`config.mk`:
```
export PLATFORM = sky130hd
export DESIGN_NAME = rc_serial_frame_decoder_flat
export DESIGN_NICKNAME = d
export VERILOG_FILES = /design/src/sv/rcsfd_pkg.sv /design/src/sv/rcsfd_rx_if.sv /design/src/sv/rcsfd_ch_if.sv /design/src/sv/rc_serial_frame_decoder.sv /design/src/sv/rcsfd_ram.sv /design/src/flat_wrapper.sv
export SDC_FILE = /design/constraint.sdc
export NUM_CORES = 1
export LEC_CHECK = 0
export ABC_CLOCK_PERIOD_IN_PS = 2700
export BUFFER_PORTS_ARGS = -buffer_cell sky130_fd_sc_hd__buf_4
export CAP_MARGIN = 25
export CORE_MARGIN = 1
export CORE_UTILIZATION = 56
export CTS_CLUSTER_SIZE = 40
export DETAILED_ROUTE_END_ITERATION = 6
export GPL_ROUTABILITY_DRIVEN = 0
export PLACE_DENSITY = 0.79
export SYNTH_ARGS = -nofsm -noshare
export SYNTH_HDL_FRONTEND = slang
export SYNTH_SLANG_ARGS = --single-unit
```
`constraint.sdc`:
```
create_clock -name i_clk -period 2.7 [get_ports i_clk]
set_input_delay 0.405 -clock i_clk [delete_from_list [all_inputs] [get_ports i_clk]]
set_output_delay 0.405 -clock i_clk [all_outputs]
set_load 0.01 [all_outputs]
```
`src/sv/rcsfd_pkg.sv`:
```
package rcsfd_pkg;

    localparam int BYTE_W    = 8;
    localparam int WORD_W    = 16;
    localparam int CH_IDX_W  = 4;

    localparam logic [BYTE_W-1:0] HDR_FIRST  = 8'h20;
    localparam logic [BYTE_W-1:0] HDR_SECOND = 8'h40;
    localparam logic [WORD_W-1:0] CSUM_INIT  = 16'hFFFF;

    typedef logic [BYTE_W-1:0]   t_byte;
    typedef logic [WORD_W-1:0]   t_word;
    typedef logic [CH_IDX_W-1:0] t_ch_idx;

endpackage

```
`src/sv/rcsfd_rx_if.sv`:
```
interface rcsfd_rx_if;

    logic               valid;
    logic               ready;
    rcsfd_pkg::t_byte   rx_byte;

    modport source (output valid, output rx_byte, input ready);
    modport sink   (input valid, input rx_byte, output ready);

endinterface

```
`src/sv/rcsfd_ch_if.sv`:
```
interface rcsfd_ch_if;

    logic               valid;
    logic               ready;
    rcsfd_pkg::t_ch_idx channel_index;
    rcsfd_pkg::t_word   channel_value;
    logic               last_channel;

    modport source (output valid, output channel_index, output channel_value,
                    output last_channel, input ready);
    modport sink   (input valid, input channel_index, input channel_value,
                    input last_channel, output ready);

endinterface

```
`src/sv/rc_serial_frame_decoder.sv`:
```
// channel   dir   payload                                       handshake
// i_rx      in    rx_byte[7:0]                                  valid/ready
// o_ch      out   channel_index[3:0] channel_value[15:0] last   valid/ready
//
// one received byte per cycle while no frame is being read out
// a good frame reads its words from the channel ram, one read port,
// one read in flight at a time, so i_rx is held off until the last word's read is issued
// a stalled o_ch holds the readout; the byte input waits meanwhile
// synchronous active-low reset returns to header hunt, ram is not cleared
module rc_serial_frame_decoder #(
    parameter int CHANNEL_COUNT = 14
) (
    input  logic         i_clk,
    input  logic         i_rst_n,
    rcsfd_rx_if.sink     i_rx,
    rcsfd_ch_if.source   o_ch
);

    import rcsfd_pkg::*;

    localparam int FRAME_BYTES = 2 * CHANNEL_COUNT + 4;
    localparam int POS_W       = $clog2(FRAME_BYTES);
    localparam int IDX_W       = $clog2(CHANNEL_COUNT);
    localparam logic [POS_W-1:0] POS_HDR0  = POS_W'(0);
    localparam logic [POS_W-1:0] POS_HDR1  = POS_W'(1);
    localparam logic [POS_W-1:0] POS_CSUML = POS_W'(FRAME_BYTES - 2);
    localparam logic [POS_W-1:0] POS_CSUMH = POS_W'(FRAME_BYTES - 1);
    localparam logic [POS_W-1:0] POS_FIRST_HI = POS_W'(3);
    localparam logic [IDX_W-1:0] IDX_LAST  = IDX_W'(CHANNEL_COUNT - 1);

    logic [POS_W-1:0] r_pos,     n_pos;
    t_word            r_csum,    n_csum;
    t_byte            r_lo,      n_lo;
    t_byte            r_cklo,    n_cklo;
    logic             r_busy,    n_busy;
    logic [IDX_W-1:0] r_rd_idx,  n_rd_idx;
    logic             r_rd_pend;
    logic [IDX_W-1:0] r_pend_idx;
    logic             r_out_valid, n_out_valid;
    logic [IDX_W-1:0] r_out_idx;
    t_word            r_out_val;
    logic             r_out_last;

    logic             w_take;
    logic             w_issue;
    logic             w_we;
    logic [IDX_W-1:0] w_waddr;
    logic [POS_W-1:0] w_off;
    t_word            w_rdata;
    t_byte            w_b;

    assign w_b     = i_rx.rx_byte;
    assign w_take  = i_rx.valid && i_rx.ready;
    assign w_issue = r_busy && !r_rd_pend && (!r_out_valid || o_ch.ready);
    assign w_off   = r_pos - POS_FIRST_HI;
    assign w_waddr = IDX_W'(w_off >> 1);
    assign w_we    = w_take && r_pos[0] && (r_pos >= POS_FIRST_HI) && (r_pos < POS_CSUML);

    rcsfd_ram #(
        .WIDTH (WORD_W),
        .DEPTH (CHANNEL_COUNT)
    ) u_ram (
        .i_clk   (i_clk),
        .i_we    (w_we),
        .i_waddr (w_waddr),
        .i_wdata ({w_b, r_lo}),
        .i_re    (w_issue),
        .i_raddr (r_rd_idx),
        .o_rdata (w_rdata)
    );

    always_comb begin
        n_pos    = r_pos;
        n_csum   = r_csum;
        n_lo     = r_lo;
        n_cklo   = r_cklo;
        n_busy   = r_busy;
        n_rd_idx = r_rd_idx;

        if (w_take) begin
            case (r_pos)
                POS_HDR0: begin
                    if (w_b == HDR_FIRST) begin
                        n_csum = CSUM_INIT - WORD_W'(HDR_FIRST);
                        n_pos  = POS_HDR1;
                    end else begin
                        n_csum = CSUM_INIT;
                        n_pos  = POS_HDR0;
                    end
                end
                POS_HDR1: begin
                    if (w_b == HDR_SECOND) begin
                        n_csum = r_csum - WORD_W'(w_b);
                        n_pos  = r_pos + POS_W'(1);
                    end else if (w_b == HDR_FIRST) begin
                        n_csum = CSUM_INIT - WORD_W'(HDR_FIRST);
                        n_pos  = POS_HDR1;
                    end else begin
                        n_csum = CSUM_INIT;
                        n_pos  = POS_HDR0;
                    end
                end
                POS_CSUML: begin
                    n_cklo = w_b;
                    n_pos  = r_pos + POS_W'(1);
                end
                POS_CSUMH: begin
                    if ({w_b, r_cklo} == r_csum) begin
                        n_busy   = 1'b1;
                        n_rd_idx = '0;
                    end
                    n_csum = CSUM_INIT;
                    n_pos  = POS_HDR0;
                end
                default: begin
                    n_csum = r_csum - WORD_W'(w_b);
                    if (!r_pos[0]) begin
                        n_lo = w_b;
                    end
                    n_pos = r_pos + POS_W'(1);
                end
            endcase
        end

        if (w_issue) begin
            n_rd_idx = r_rd_idx + IDX_W'(1);
            if (r_rd_idx == IDX_LAST) begin
                n_busy = 1'b0;
            end
        end

        n_out_valid = r_out_valid;
        if (o_ch.valid && o_ch.ready) begin
            n_out_valid = 1'b0;
        end
        if (r_rd_pend) begin
            n_out_valid = 1'b1;
        end
    end

    always_ff @(posedge i_clk) begin
        if (!i_rst_n) begin
            r_pos       <= POS_HDR0;
            r_csum      <= CSUM_INIT;
            r_lo        <= '0;
            r_cklo      <= '0;
            r_busy      <= 1'b0;
            r_rd_idx    <= '0;
            r_rd_pend   <= 1'b0;
            r_out_valid <= 1'b0;
        end else begin
            r_pos       <= n_pos;
            r_csum      <= n_csum;
            r_lo        <= n_lo;
            r_cklo      <= n_cklo;
            r_busy      <= n_busy;
            r_rd_idx    <= n_rd_idx;
            r_rd_pend   <= w_issue;
            r_out_valid <= n_out_valid;
        end
    end

    always_ff @(posedge i_clk) begin
        if (w_issue) begin
            r_pend_idx <= r_rd_idx;
        end
        if (r_rd_pend) begin
            r_out_idx  <= r_pend_idx;
            r_out_val  <= w_rdata;
            r_out_last <= (r_pend_idx == IDX_LAST);
        end
    end

    assign i_rx.ready         = !r_busy;
    assign o_ch.valid         = r_out_valid;
    assign o_ch.channel_index = CH_IDX_W'(r_out_idx);
    assign o_ch.channel_value = r_out_val;
    assign o_ch.last_channel  = r_out_last;

endmodule

```
`src/sv/rcsfd_ram.sv`:
```
module rcsfd_ram #(
    parameter int WIDTH = 16,
    parameter int DEPTH = 14
) (
    input  logic                     i_clk,
    input  logic                     i_we,
    input  logic [$clog2(DEPTH)-1:0] i_waddr,
    input  logic [WIDTH-1:0]         i_wdata,
    input  logic                     i_re,
    input  logic [$clog2(DEPTH)-1:0] i_raddr,
    output logic [WIDTH-1:0]         o_rdata
);

    logic [WIDTH-1:0] r_mem [DEPTH];
    logic [WIDTH-1:0] r_rdata;

    always_ff @(posedge i_clk) begin
        if (i_we) begin
            r_mem[i_waddr] <= i_wdata;
        end
        if (i_re) begin
            r_rdata <= r_mem[i_raddr];
        end
    end

    assign o_rdata = r_rdata;

endmodule
```
`src/flat_wrapper.sv`:
```
// flat-port wrapper written by rule: the top's interface ports become plain ports
module rc_serial_frame_decoder_flat import rcsfd_pkg::*;
#(
    parameter int CHANNEL_COUNT = 14
)
  (i_clk, i_rst_n, i_rx_valid, i_rx_rx_byte, i_rx_ready, o_ch_valid, o_ch_channel_index, o_ch_channel_value, o_ch_last_channel, o_ch_ready);
  rcsfd_rx_if i_rx_i ();
  rcsfd_ch_if o_ch_i ();
  input  logic i_clk;
  input  logic i_rst_n;
  input wire logic [$bits(i_rx_i.valid)-1:0] i_rx_valid;
  input wire logic [$bits(i_rx_i.rx_byte)-1:0] i_rx_rx_byte;
  output wire logic [$bits(i_rx_i.ready)-1:0] i_rx_ready;
  output wire logic [$bits(o_ch_i.valid)-1:0] o_ch_valid;
  output wire logic [$bits(o_ch_i.channel_index)-1:0] o_ch_channel_index;
  output wire logic [$bits(o_ch_i.channel_value)-1:0] o_ch_channel_value;
  output wire logic [$bits(o_ch_i.last_channel)-1:0] o_ch_last_channel;
  input wire logic [$bits(o_ch_i.ready)-1:0] o_ch_ready;
  assign i_rx_i.valid = i_rx_valid;
  assign i_rx_i.rx_byte = i_rx_rx_byte;
  assign i_rx_ready = i_rx_i.ready;
  assign o_ch_valid = o_ch_i.valid;
  assign o_ch_channel_index = o_ch_i.channel_index;
  assign o_ch_channel_value = o_ch_i.channel_value;
  assign o_ch_last_channel = o_ch_i.last_channel;
  assign o_ch_i.ready = o_ch_ready;
  rc_serial_frame_decoder #(.CHANNEL_COUNT(CHANNEL_COUNT)) u_core (.i_clk(i_clk), .i_rst_n(i_rst_n), .i_rx(i_rx_i), .o_ch(o_ch_i));
endmodule
```
---- Word-level counts from Yosys, hierarchy flattened ----
Memories as Yosys holds them, arrays and structs flattened. A register that Yosys moved wholly into a read port is not among the register bits.
Cells that the tools add are included.
word-level totals
  register bits after elaboration ......... 69
  bits in writable memories ............... 224
  output and inout port bits .............. 23
  logic and storage cells ................. 70
  memories ................................ 1
memories
  name                depth  bits a word  rd ports  clocked after memory_dff  wr ports  RTL line         RTL
  u_core.u_ram.r_mem  14     16           1         1                         1         rcsfd_ram.sv:14  logic [WIDTH-1:0] r_mem [DEPTH];
cells by class
  add/sub/neg operators ................... 4
  $lt $le $gt $ge ......................... 2
  eq/ne operators ......................... 8
  muxes and demuxes ....................... 19
  bitwise gates (word level) .............. 3
  reduce and logical (&&, ||, !) cells .... 21
operators with widths
  kind                                                  count
  case mux 16 bit (4 select lines)                      1
  equality test 16 bit                                  1
  two-way mux 16 bit                                    1
  two-way mux 4 bit                                     4
  subtractor 16 x 8 -> 16 bit                           1
  case mux 5 bit (3 select lines)                       1
  equality test 5 bit (second input constant)           2
  two-way mux 1 bit                                     10
  equality test 4 bit (second input constant)           2
  equality test 8 x 6 -> 1 bit (second input constant)  1
  equality test 8 x 7 -> 1 bit (second input constant)  1
  nonzero test 2 bit                                    4
  logical AND 1 bit                                     7
  two-way mux 6 bit                                     1
  AND reduction 3 bit                                   2
  adder 5 x 1 -> 5 bit (second input constant)          1
  equality test 5 x 1 -> 1 bit (second input constant)  1
  >= comparator 5 x 2 -> 1 bit (second input constant)  1
  zero test 5 bit                                       1
  less-than comparator 5 bit (second input constant)    1
  two-way mux 5 bit                                     1
  subtractor 5 x 2 -> 5 bit (second input constant)     1
  adder 4 x 1 -> 4 bit (second input constant)          1
  AND reduction 2 bit                                   2
  other kinds (4)                                       8

---- Logic depth before layout (Yosys ltp) ----
  word-level depth ........................ 7
  depth in mapped cells ................... 10
  gate-level depth less buffers ........... 9

---- Modules after synthesis ----
A second synthesis with hierarchy kept.
second synthesis, totals
  cells, all modules ...................... 730
  area total of the unflattened synthesis .. 12,444.4 µm²
modules (own cells, without submodules)
  module                   times used  cells an instance  area each (µm²)  seq. area each (µm²)
  rcsfd_ram                1           395                9,081.2          7,206.9
  rc_serial_frame_decoder  1           335                3,363.2          1,631.6

---- Least setup slack after synthesis ----
Ideal clock, no wire load.
  kind .................................... register to register
  start ................................... register u_core.r_pos[0]
  end ..................................... memory u_core.u_ram.r_mem[2][0] (enable)
  arrival ................................. 2.289 ns
  setup slack ............................. 0.023 ns
  cell stages (with the launch flop) ...... 7
  path buffers ............................ 1
  clock period less this slack ............ 2.677 ns
  path through ............................ dfxtp_1 -> clkbuf_1 -> inv_1 -> ha_1 -> nand4b_1 -> or2_2 -> nor2_1
between the ends
  cells in the longest elaborated chain, start to end .. 5
  elaborated cells on any way between the ends .. 8
  classes of those cells .................. 1 x add/sub; 2 x order compare; 2 x mux; 3 x reduce/logical
ends and longest elaborated chain
  element                                                                   RTL line                        RTL
  from (decl)                                                               rc_serial_frame_decoder.sv:31   logic [POS_W-1:0] r_pos, n_pos;
  from (signal assigned)                                                    rc_serial_frame_decoder.sv:152  r_pos <= n_pos;
  >= comparator 5 x 2 -> 1 bit / logical AND 1 bit (equally long branches)  rc_serial_frame_decoder.sv:57   assign w_we = w_take && r_pos[0] && (r_pos >= POS_FIRST_HI) && (r_pos < POS_CSUML);
  logical AND 1 bit (2 in a row)                                            rc_serial_frame_decoder.sv:57
  two-way mux 1 bit                                                         rcsfd_ram.sv:18                 if (i_we) begin
  two-way mux 1 bit (implied by the code)                                   rcsfd_ram.sv:19                 r_mem[i_waddr] <= i_wdata;
  to (decl)                                                                 rcsfd_ram.sv:14
Parallel ways exist; a longest one is shown, timed or not.

---- Final worst setup path ----
  start ................................... register u_core.r_pos[1]
  end ..................................... memory u_core.u_ram.r_mem[2][7] (enable)
between the ends
  cells in the longest elaborated chain, start to end .. 5
  elaborated cells on any way between the ends .. 7
  classes of those cells .................. 1 x add/sub; 2 x order compare; 2 x mux; 2 x reduce/logical
ends and longest elaborated chain
  element                                  RTL line
  >= comparator 5 x 2 -> 1 bit             rc_serial_frame_decoder.sv:57
  logical AND 1 bit (2 in a row)           rc_serial_frame_decoder.sv:57
  two-way mux 1 bit                        rcsfd_ram.sv:18
  two-way mux 1 bit (implied by the code)  rcsfd_ram.sv:19
Parallel ways exist; a longest one is shown, timed or not.

==> results.md <==
- The pin slew with the least headroom to its limit is a little over 0.7 ns.
- edfxtp_1 takes more of the synthesized area than any other cell.
- The max-cap violation count is 0.
- The sum of routed wire length over all layers is between 20 and 30 mm.
- For the final database, setup skew stands at between 0.02 and 0.025 ns.
- The overall via count from detail_route is 6795.
- The antenna diode count is 0.
- The count of pins over their slew limit is 0.
- The longest clock path from root to sink contains 3 buffers.
- Of the available clock period, the critical path in the final layout requires 0.961.
- The first global-routing pass estimated 40.4 mm of wire.
- The number of failing setup endpoints in the final timing report is 0.
- The number of standard-cell rows in the floorplan is 54.
- Based on the critical path, the design can be clocked at up to 386 MHz.
- Dividing total power by cell area gives a power density of roughly 660 nW/um2.
- The number of setup buffers added after CTS is 0.
- The number of buffers inserted during clock tree synthesis is 30.
- The number of antenna violations at the first check in global routing came to 1.
- The average wire per cell in the routed design is around 25 um.
- Using the TritonRoute via totals, the vias-per-cell ratio works out to 6.23.
- Summed over all failing endpoints, the final setup total negative slack is 0 ns.
- The flow ran to the end, and the final reports show no timing, DRC or antenna violations.
- Port buffering added 34 buffers.
- After synthesis, the cell types taking the most area are edfxtp_1 63%, mux4_2 11%, dfxtp_1 7.0%, mux2i_1 1.6%, ha_1 1.5%.
- The number of enable flip-flop cells after synthesis is about 270.
- After routing the design area is 14400 um2.
- The critical path launch point type is a register.
- The detailed placement HPWL is about 17 mm.
- The clock latency on the worst-skew pair is 0.54 ns.
- The share of the yosys chip area belonging to registers is 0.704.
- The cell chosen for the clock root is clkbuf_16.
- The minimum hold slack is a little over 0.2 ns.
- For the worst flop-to-flop path, the logic depth is 8.
- Setup repair after global routing left no endpoint under its margin.
- The placed instances occupy a cell area of between 10000 and 15000 um2.
- The first TritonRoute pass finished after 5 iterations.
- CTS built an H-tree with a depth of 1.
- The die boundary height is 152 um.
- In this run the tightest slew margin relative to its limit is 0.527.
- Along the worst path, the maximum fanout reaches 16.
- The distinct cell type count of the synthesized netlist is 57.
- The filler cell count is around 1400.
- Counting flops with an async set or reset pin after synthesis yields a share of 0.
- The largest net degree at the start of global routing is between 40 and 50.
- In this run the horizontal extent of the chip is about 150 um.
- The critical path is of the reg -> reg type.
- The launch instance of the worst register-to-register path is u_core.r_pos[1].
- The routed design could run at a clock period as short as 2.59 ns.
- The number of endpoints with negative hold slack in the final report is 0.
- The end of the worst register-to-register path is u_core.u_ram.r_mem[2][7].
- The area of the placeable core is 21900 um2.
- The average cell area after synthesis is around 18 um2.
- For hold timing, the worst endpoint is u_core.r_csum[8].
- The worst hold path passes through 2 cells.
- The growth of design area from synthesis to finish is 14.4%.
- The kind of path behind the tightest hold check is in -> reg.
- The most used flip-flop cell after synthesis is edfxtp_1.
- TritonCTS built the clock tree.
- The arrival time at the worst endpoint is 2.81 ns.
- The starting DRC count in detailed routing is between 600 and 700.
- The number of synthesized register bits is about 310.
- The I/O pin total is 35.
- In the final design database the tool counted about 810 nets.
- The endpoint required time on the critical path is approximately 2.9 ns.
- Summed over all cells, the static leakage comes to 4.42 nW.
- Of the post-synthesis cell area, the dominant cell type holds 0.634.
- The worst hold path startpoint is i_rst_n.
- After clock tree synthesis, the clock-pin slew on the worst setup and hold paths is roughly 0.06 ns.
- For this run, design rule violations remaining after detail routing come to 0.
- The mapped cell area is 12500 um2.
- In this run the remaining antenna-violating nets after routing total 0.
- STA classifies the critical path endpoint as a register.
- The worst register-to-register path has a setup slack of 0.11 ns.
- The clock net sink count is 309.
- The peak ir drop on the vdd network is ~360 uV.
- The synthesized net count is approximately 740.
- For this run the aggregate overflow at the end of global routing stands at 0.
- The share of post-route cells with drive strength above 1 is 0.256.
- The number of global-route vias before repair is between 6000 and 7000.
- In the global route stage, overall resource usage came out at 0.244.
- The gate count after technology mapping is slightly above 700.
- For this configuration, the core starts out at a cell density of 0.573.
- The die covers ~23000 um2.
- The count of warnings emitted by yosys is 0.
## layout by cell type, fill, tap and decap left out, types with 3 or more instances in the layout
cell type  count
nor4_1         7
nand2b_1       5
xnor2_1        6
a31oi_1        4
clkbuf_16     31
o21ai_0       16
mux2i_1       20
nand2_1       31
nand3_1       13
a41oi_1        3
nand4_1        4
xor2_1        19
o31ai_1        4
buf_12         9
clkbuf_8       7
nor3_1         6
clkbuf_1      12
a21o_1         3
mux4_2        64
edfxtp_1     265
a21oi_1       14
o21a_1         4
ha_1          15
o211ai_1       5
dfxtp_1       41
inv_1         19
mux2_2        16
nor2_1        37
nor2b_1       22
buf_4         62
## cells in the mapped netlist (2+ instances only)
| library cell | count |
|---|---|
| buf_2 | 8 |
| buf_6 | 3 |
| inv_1 | 19 |
| nor4_2 | 2 |
| o211ai_1 | 5 |
| a21o_1 | 3 |
| mux2_2 | 16 |
| nand3_1 | 13 |
| mux2i_1 | 20 |
| clkbuf_1 | 18 |
| edfxtp_1 | 265 |
| dfxtp_1 | 44 |
| and2_1 | 2 |
| nand4_1 | 4 |
| mux4_2 | 64 |
| nand2b_1 | 5 |
| nor3b_1 | 2 |
| a22oi_1 | 2 |
| a41oi_1 | 3 |
| nor4_1 | 7 |
| and3_1 | 2 |
| a21oi_1 | 14 |
| ha_1 | 15 |
| o31ai_1 | 4 |
| a31oi_1 | 4 |
| o21a_1 | 4 |
| nand2_1 | 31 |
| or2_2 | 2 |
| buf_1 | 2 |
| or4_1 | 2 |
| or3_4 | 2 |
| o21ai_1 | 2 |
| nor2b_1 | 22 |
| xor2_1 | 19 |
| xnor2_1 | 6 |
| o32a_1 | 2 |
| nor2_1 | 37 |
| nand4b_1 | 2 |
| o21ai_0 | 16 |
| nor3_1 | 6 |
## area by class of cell
class,count,area [um2],area share
Sequential cell,309,8840,0.616
Multi-Input combinational cell,355,3480,0.242
Clock buffer,50,917,0.0639
Timing Repair Buffer,71,646,0.0450
Tap cell,280,350,0.0244
Inverter,19,71.3,0.00497
Clock inverter,6,55.1,0.00383
## how the worst max path moves through the flow
stage,startpoint,to,slack (ns)
global route,u_core.r_pos[1],u_core.u_ram.r_mem[2][2],0.06
finish,u_core.r_pos[1],u_core.u_ram.r_mem[2][7],0.11
detailed placement,u_core.r_pos[1],u_core.u_ram.r_mem[2][7],0.05
global placement,u_core.r_pos[1],u_core.u_ram.r_mem[2][6],0.29
floorplan,u_core.r_pos[0],u_core.u_ram.r_mem[2][0],0.02
CTS,u_core.r_pos[1],u_core.u_ram.r_mem[2][7],0.05
## worst max-delay path: stages (launching register included)
cell and delay [ns]:
dfxtp_2 0.44, ha_1 0.30, nor2_1 0.13, nor4b_1 0.19
a41oi_1 0.27, nand4b_1 0.15, or2_2 0.33, nor2_1 0.15
buf_4 0.29
## per-stage QoR
| step | util | power [W] | cells | worst slack, ns |
|---|---|---|---|---|
| 4_1_cts | 0.656 | 0.00956 | 1090 | 0.0459 |
| 3_5_place_dp | 0.612 | 0.00556 | 1034 | 0.0538 |
| 5_1_grt | 0.656 | 0.00975 | 1090 | 0.0593 |
| 2_1_floorplan | - | 0.00545 | 716 | 0.0229 |
| 6_report | 0.656 | 0.00953 | 1090 | 0.107 |
| 3_3_place_gp | 0.612 | 0.00554 | 1034 | 0.288 |
## layer usage
layer / share of wire / vias to the layer above / track usage
met5: 0.00062 / - / 0
met4: 0.035 / 2 / 0.0960
met3: 0.075 / 66 / 0.0431
met2: 0.52 / 301 / 0.424
met1: 0.37 / 3469 / 0.305
li1: - / 2957 / -
## cells by family (layout without fill, tap and decap cells)
kind of cell	count (synthesis)	in the layout	synth area share
muxes	100	100	0.145
and+or+nand+nor	149	149	0.0645
buffers and inverters	52	146	0.0185
adders and majority gates	16	16	0.0166
DFF	309	309	0.704
AOI/OAI and AO/OA	65	65	0.0334
xor gates and xnor gates	25	25	0.0174
## where the power goes
part	internal, W	switching [W]	total [W]
Combinational	0.0000998	0.000170	0.000270
Sequential	0.00516	0.0000286	0.00519
Clock	0.00239	0.00167	0.00407
## registers in the layout, indices dropped and copies added (netlist names)
name                       cells
u_core.u_ram.r_mem           224
u_core.r_lo                    8
u_core.r_csum                 16
u_core.r_cklo                  8
u_core.r_busy                  1
u_core.r_rd_pend               1
u_core.u_ram.o_rdata          16
u_core.r_pend_idx              4
u_core.o_ch.channel_index      4
u_core.o_ch.last_channel       1
u_core.r_pos                   5
u_core.o_ch.valid              1
u_core.r_rd_idx                4
u_core.o_ch.channel_value     16
## timing repair
item | 4_1_cts | 5_1_grt
hold buffers | 0 | 0
gates resized for setup | 0 | 1
setup endpoints to repair | 0 | 57
(Power assumes the default switching activity.)
